## src/rtl/pnc_pkg.sv

```systemverilog
// Shared types and constants for the PN preamble correlator.
package pnc_pkg;

  // Configuration register widths
  localparam int CHIP_W       = 64;
  localparam int CHIP_IDX_W   = 6;
  localparam int TAPS_REG_W   = 7;
  localparam int OS_REG_W     = 4;
  localparam int OS_EFF_W     = 5;
  localparam int ENERGY_W     = 36;
  localparam int CFG_INDEX_W  = 8;
  localparam int CFG_DATA_W   = 64;

  localparam logic [ENERGY_W-1:0] ENERGY_MAX = {ENERGY_W{1'b1}};

  // Register indexes on the configuration port
  localparam logic [CFG_INDEX_W-1:0] REG_CHIP_PATTERN     = 8'd0;
  localparam logic [CFG_INDEX_W-1:0] REG_REVERSE_ORDER    = 8'd1;
  localparam logic [CFG_INDEX_W-1:0] REG_TAPS_IN_USE      = 8'd2;
  localparam logic [CFG_INDEX_W-1:0] REG_OVERSAMPLE       = 8'd3;
  localparam logic [CFG_INDEX_W-1:0] REG_ENERGY_THRESHOLD = 8'd4;

  // Reset values
  localparam logic [TAPS_REG_W-1:0] TAPS_RESET = 7'd64;
  localparam logic [OS_REG_W-1:0]   OS_RESET   = 4'd1;

  // Settings seen by every cell during a correlation pass
  typedef struct packed {
    logic [CHIP_W-1:0]     chip;
    logic                  reverse;
    logic [TAPS_REG_W-1:0] taps_eff;
    logic [OS_EFF_W-1:0]   os_eff;
  } pnc_scan_cfg_t;

  // Sequencer states
  typedef enum logic [2:0] {
    ST_IDLE,
    ST_SCAN,
    ST_SQUARE,
    ST_ENERGY,
    ST_FINISH
  } pnc_state_t;

endpackage

```

## src/rtl/pnc_cell.sv

```systemverilog
// One correlator cell: a segment of the sample line plus one stage of the partial-sum wave.
module pnc_cell
  import pnc_pkg::*;
#(
  parameter int DEPTH       = 8,
  parameter int SAMPLE_BITS = 12,
  parameter int SUM_W       = 19,
  parameter int M_W         = 7
) (
  input  logic                          clk,
  input  logic                          rst_n,
  // sample line
  input  logic                          shift_en,
  input  logic signed [SAMPLE_BITS-1:0] smp_i_in,
  input  logic signed [SAMPLE_BITS-1:0] smp_q_in,
  output logic signed [SAMPLE_BITS-1:0] smp_i_out,
  output logic signed [SAMPLE_BITS-1:0] smp_q_out,
  // correlation settings
  input  pnc_scan_cfg_t                 scan_cfg,
  // wave from the previous cell
  input  logic signed [SUM_W-1:0]       sum_i_in,
  input  logic signed [SUM_W-1:0]       sum_q_in,
  input  logic [OS_EFF_W-1:0]           phase_in,
  input  logic [M_W-1:0]                tap_in,
  input  logic signed [SAMPLE_BITS-1:0] old_i_in,
  input  logic signed [SAMPLE_BITS-1:0] old_q_in,
  // wave to the next cell
  output logic signed [SUM_W-1:0]       sum_i_out,
  output logic signed [SUM_W-1:0]       sum_q_out,
  output logic [OS_EFF_W-1:0]           phase_out,
  output logic [M_W-1:0]                tap_out,
  output logic signed [SAMPLE_BITS-1:0] old_i_out,
  output logic signed [SAMPLE_BITS-1:0] old_q_out
);

  // seg[p] holds the sample of age (cell * DEPTH + p)
  logic signed [SAMPLE_BITS-1:0] seg_i_r [DEPTH];
  logic signed [SAMPLE_BITS-1:0] seg_q_r [DEPTH];

  logic signed [SUM_W-1:0]       sum_i_r, sum_i_nxt;
  logic signed [SUM_W-1:0]       sum_q_r, sum_q_nxt;
  logic [OS_EFF_W-1:0]           phase_r, phase_nxt;
  logic [M_W-1:0]                tap_r, tap_nxt;
  logic signed [SAMPLE_BITS-1:0] old_i_r, old_i_nxt;
  logic signed [SAMPLE_BITS-1:0] old_q_r, old_q_nxt;

  // Segment shift; the line reads as zeros until filled
  always_ff @(posedge clk) begin
    if (!rst_n) begin
      seg_i_r <= '{default: '0};
      seg_q_r <= '{default: '0};
    end else if (shift_en) begin
      seg_i_r[0] <= smp_i_in;
      seg_q_r[0] <= smp_q_in;
      for (int p = 1; p < DEPTH; p++) begin
        seg_i_r[p] <= seg_i_r[p-1];
        seg_q_r[p] <= seg_q_r[p-1];
      end
    end
  end

  assign smp_i_out = seg_i_r[DEPTH-1];
  assign smp_q_out = seg_q_r[DEPTH-1];

  // Walk the segment by age: phase marks tap positions, tap counts taps seen
  always_comb begin
    logic [TAPS_REG_W-1:0] tap_ext;
    logic [TAPS_REG_W-1:0] coef_idx;
    logic                  plus;
    sum_i_nxt = sum_i_in;
    sum_q_nxt = sum_q_in;
    phase_nxt = phase_in;
    tap_nxt   = tap_in;
    old_i_nxt = old_i_in;
    old_q_nxt = old_q_in;
    tap_ext   = '0;
    coef_idx  = '0;
    plus      = 1'b0;
    for (int p = 0; p < DEPTH; p++) begin
      if (phase_nxt == scan_cfg.os_eff - OS_EFF_W'(1)) begin
        tap_ext = TAPS_REG_W'(tap_nxt);
        if (tap_ext < scan_cfg.taps_eff) begin
          coef_idx = scan_cfg.reverse ? (scan_cfg.taps_eff - TAPS_REG_W'(1) - tap_ext)
                                      : tap_ext;
          plus = scan_cfg.chip[coef_idx[CHIP_IDX_W-1:0]];
          if (plus) begin
            sum_i_nxt = sum_i_nxt + SUM_W'(seg_i_r[p]);
            sum_q_nxt = sum_q_nxt + SUM_W'(seg_q_r[p]);
          end else begin
            sum_i_nxt = sum_i_nxt - SUM_W'(seg_i_r[p]);
            sum_q_nxt = sum_q_nxt - SUM_W'(seg_q_r[p]);
          end
          // last tap is the oldest sample of the window
          if (tap_ext == scan_cfg.taps_eff - TAPS_REG_W'(1)) begin
            old_i_nxt = seg_i_r[p];
            old_q_nxt = seg_q_r[p];
          end
        end
        phase_nxt = '0;
        if (tap_nxt != '1) begin
          tap_nxt = tap_nxt + M_W'(1);
        end
      end else begin
        phase_nxt = phase_nxt + OS_EFF_W'(1);
      end
    end
  end

  // Wave stage, handed on every cycle
  always_ff @(posedge clk) begin
    sum_i_r <= sum_i_nxt;
    sum_q_r <= sum_q_nxt;
    phase_r <= phase_nxt;
    tap_r   <= tap_nxt;
    old_i_r <= old_i_nxt;
    old_q_r <= old_q_nxt;
  end

  assign sum_i_out = sum_i_r;
  assign sum_q_out = sum_q_r;
  assign phase_out = phase_r;
  assign tap_out   = tap_r;
  assign old_i_out = old_i_r;
  assign old_q_out = old_q_r;

endmodule

```

## config.mk

```make
export PLATFORM = sky130hd
export DESIGN_NAME = pnc_cell
export DESIGN_NICKNAME = d
export VERILOG_FILES = /design/src/rtl/pnc_pkg.sv /design/src/rtl/pnc_cell.sv
export SDC_FILE = /design/constraint.sdc
export NUM_CORES = 2
export LEC_CHECK = 0
export BUFFER_PORTS_ARGS = -buffer_cell sky130_fd_sc_hd__buf_4
export CORE_MARGIN = 2
export CORE_UTILIZATION = 54
export DETAILED_ROUTE_END_ITERATION = 7
export PLACE_DENSITY = 0.8
export SLEW_MARGIN = 20
export SYNTH_ARGS = -nofsm -noshare
export SYNTH_HDL_FRONTEND = slang
export SYNTH_SLANG_ARGS = --single-unit
```

## constraint.sdc

```tcl
create_clock -name clk -period 20 [get_ports clk]
set_clock_uncertainty 0.05 [all_clocks]
set_input_delay 3 -clock clk [delete_from_list [all_inputs] [get_ports clk]]
set_output_delay 3 -clock clk [all_outputs]
set_load 0.05 [all_outputs]
```

==> results.py <==
metrics = {
    "outcome": {
        "status": "finished clean",
    },
    "worst_setup_path": {
        "critPathBufInv": 8,
        "critPathLaunch": "scan_cfg[0]",
        "critical_path.top_delay_family": "compound AO/OA/AOI/OAI gates",
        "reg2reg_to": "sum_i_out[18]$_DFF_P_",
        "cp-end-kind": "flop",
        "cp_slowest_cell": "o41a_4",
        "cp-start-kind": "input pin",
        "reg2reg_slack_ps": 9040,
        "slowest_delay_ps": 550,
        "arrival_ps": 19500,
        "timing.rr.start": "seg_i_r[84]$_SDFFE_PN0P_",
        "critPathKind": "in2reg",
        "r2r_cells": 52,
        "crit_required_ps": 20480,
        "cp_max_fo": 22,
    },
    "die": {
        "die_x_um": 282,
        "row_count": 101,
        "coreArea_um2": 76200,
        "start_util_pct": 54.8,
        "die_area_um2": 79500,
        "die_h_um": 282,
        "boundaryPins": 276,
    },
    "synth": {
        "synthTopCellsByArea": "dfxtp_1 13%, ha_1 13%, xnor2_1 8.4%, mux2i_1 7.8%, mux4_2 6.8%",
        "synthSimpleGateAreaFrac_pct": 16.7,
        "ys_ff_latch": 266,
        "synth_top_area_share_pct": 12.8,
        "syn_inst": 5239,
        "synth_top_family_by_area": "multiplexers",
        "async_reset_ff_share_pct": 0,
        "yosysTopAreaCell": "dfxtp_1",
        "synth_cell_type_count": 106,
        "synth.cell_area_um2": 41700,
        "synthFlopType": "dfxtp_1",
        "synth.net_count": 5859,
        "synth-compound-area-share_pct": 19.0,
        "synth_xor_area_share_pct": 12.0,
        "yosysSeqAreaShare_pct": 12.8,
        "synth_edf_count": 0,
        "synth_most_common_cell": "a21oi_1",
        "yosys.area_share.adder_pct": 13.7,
        "yosys-mux-area-fraction_pct": 19.6,
        "ys_top_cells_by_count": "552 x a21oi_1, 460 x nor2_1, 418 x ha_1",
        "synth_warnings": 0,
        "syn_avg_cell_area_um2": 7.97,
    },
    "grt": {
        "track_usage_pct": 30.1,
        "gr-total-overflow": 0,
        "grt_pass1_wl_mm": 194,
        "grt_max_degree": 103,
        "grt_pass1_vias": 37493,
        "antenna_found_initial": 0,
    },
    "route": {
        "antenna_left": 0,
        "wl_per_cell_um": 19.3,
        "drt-pass1-iter-count": 8,
        "via_per_inst": 6.08,
        "drc": 0,
        "drt-total-wl_mm": 124,
        "dr_total_vias": 38948,
        "drtIter0Drc": 3023,
    },
    "finish": {
        "layout.nets": 5970,
        "area_delta_synth_final_pct": 9.87,
        "area.sequential_um2": 5330,
        "multiInputGateArea_um2": 34100,
        "drive_gt1_share_pct": 15.5,
        "diodes": 0,
        "fillers": 6654,
    },
    "pwr": {
        "ir_worst_vdd_uv": 76.7,
        "total_power_mw": 4.02,
        "p_leak_nw": 21.3,
        "power_density_nw_per_um2": 87.7,
    },
    "sta": {
        "finalMaxSlewViolations": 0,
        "worstMarginPinSlew_ps": 1140,
        "setup_viol_count_final": 0,
        "max_freq_mhz": 52.6,
        "holdWs_ps": 533,
        "layout_min_cycle_time_ps": 19020,
        "finalHoldViolCount": 0,
        "maxSlewHeadroom_pct": 23.8,
        "fin_crit_sh_pct": 95.1,
    },
    "hold_path": {
        "holdCritStartpoint": "seg_q_r[56]$_SDFFE_PN0P_",
        "min_to": "seg_q_r[56]$_SDFFE_PN0P_",
        "hp-class": "reg2reg",
        "min_path_cells": 2,
    },
    "place": {
        "io_buffers": 275,
        "gp_congestion": 1.03,
        "place_hpwl_mm": 96.3,
    },
    "clock_tree": {
        "cts_made_buffers": 31,
        "cts_tree": "built",
        "hold_buffers": 0,
        "clockBufferDepth": 3,
        "cts_root_buf": "clkbuf_16",
        "cts.sinks": 266,
        "htreeDepth": 1,
        "clkLatencyLatePin_ps": 590,
        "clkTransAtPathRegs_ps": 70,
    },
    "flow_run": {
        "max_cap_violations": 0,
    },
}
-- worst max-delay path by stage --
stage | end | cells after the start
2_1_floorplan | sum_q_out[18]$_DFF_P_ | 82
3_3_place_gp | sum_q_out[18]$_DFF_P_ | 75
3_5_place_dp | sum_i_out[18]$_DFF_P_ | 76
4_1_cts | sum_i_out[18]$_DFF_P_ | 76
5_1_grt | sum_i_out[18]$_DFF_P_ | 80
6_report | sum_i_out[18]$_DFF_P_ | 75
-- per-layer routing --
metal / global-route usage (%) / vias to the layer above / wire length (um)
li1: - / 18783 / -
met1: 34.1 / 18365 / 47100
met2: 54.5 / 1376 / 61600
met3: 3.43 / 424 / 7050
met4: 17.6 / 0 / 7990
met5: 0 / - / 0
-- cell families (layout without fill, tap and decap cells) --
family | count (synthesis) | after routing
AOI/OAI and AO/OA | 1282 | 1282
DFF | 266 | 266
buffers and inverters | 637 | 771
adders and majority gates | 442 | 442
and+or+nand+nor | 1413 | 1413
muxes | 636 | 636
xor gates and xnor gates | 563 | 563
-- cell type report --
cell class                 count  share of cell area [%]
tap                         1030                    2.81
multi-input combinational   4336                    74.3
inverter                     342                    2.80
clock buffer                  37                    1.78
timing repair buffer         373                    6.16
clock inverter                19                   0.488
sequential                   266                    11.6
-- cells in the final DEF (no fill, tap or decap), types with 181 or more instances in the layout --
master and instances:
a21oi_1 550, buf_4 370, dfxtp_1 266, ha_1 414
inv_1 336, mux2_2 181, mux2i_1 317, nand2_1 273
nor2_1 459, nor2b_1 255, o21ai_0 212, xnor2_1 395
-- worst register-to-register path, delay by kind of cell (launching register included) --
family / cells / cell delay, ps
adders and majority gates: 9 / 3210
AOI/OAI and AO/OA: 16 / 3020
and+or+nand+nor: 18 / 2530
muxes: 3 / 940
xor gates and xnor gates: 4 / 500
DFF: 1 / 430
buffers and inverters: 2 / 220
-- state kept, by name, summed over array words and instances, names as in the netlist --
| signal | count |
|---|---|
| seg_i_r | 84 |
| seg_q_r | 84 |
| sum_i_out | 19 |
| sum_q_out | 19 |
| old_i_out | 12 |
| old_q_out | 12 |
| smp_i_out | 12 |
| smp_q_out | 12 |
| tap_out | 7 |
| phase_out | 5 |
-- per-stage QoR --
stage          instance area, um2  std cells  setup slack [ps]  setup TNS, ps  utilization, %
2_1_floorplan               41700       5239               115              0               -
3_3_place_gp                44600       6341               409              0            58.6
3_5_place_dp                44600       6341             -53.3          -53.3            58.6
4_1_cts                     45700       6397               512              0            59.9
5_1_grt                     45900       6403             -47.5          -47.5            60.2
6_report                    45900       6403               980              0            60.2
-- report_power, final --
group          total [mW]  switching [mW]  internal, mW
registers           0.619          0.0285         0.591
clock network       0.601           0.257         0.344
logic                2.80            1.63          1.17
-- repair_timing --
action / CTS / global route
resized for setup: 0 / 28
endpoints found under the setup margin: 0 / 8
buffers inserted: 0 / 6
Power figures use the tool's default switching activity.
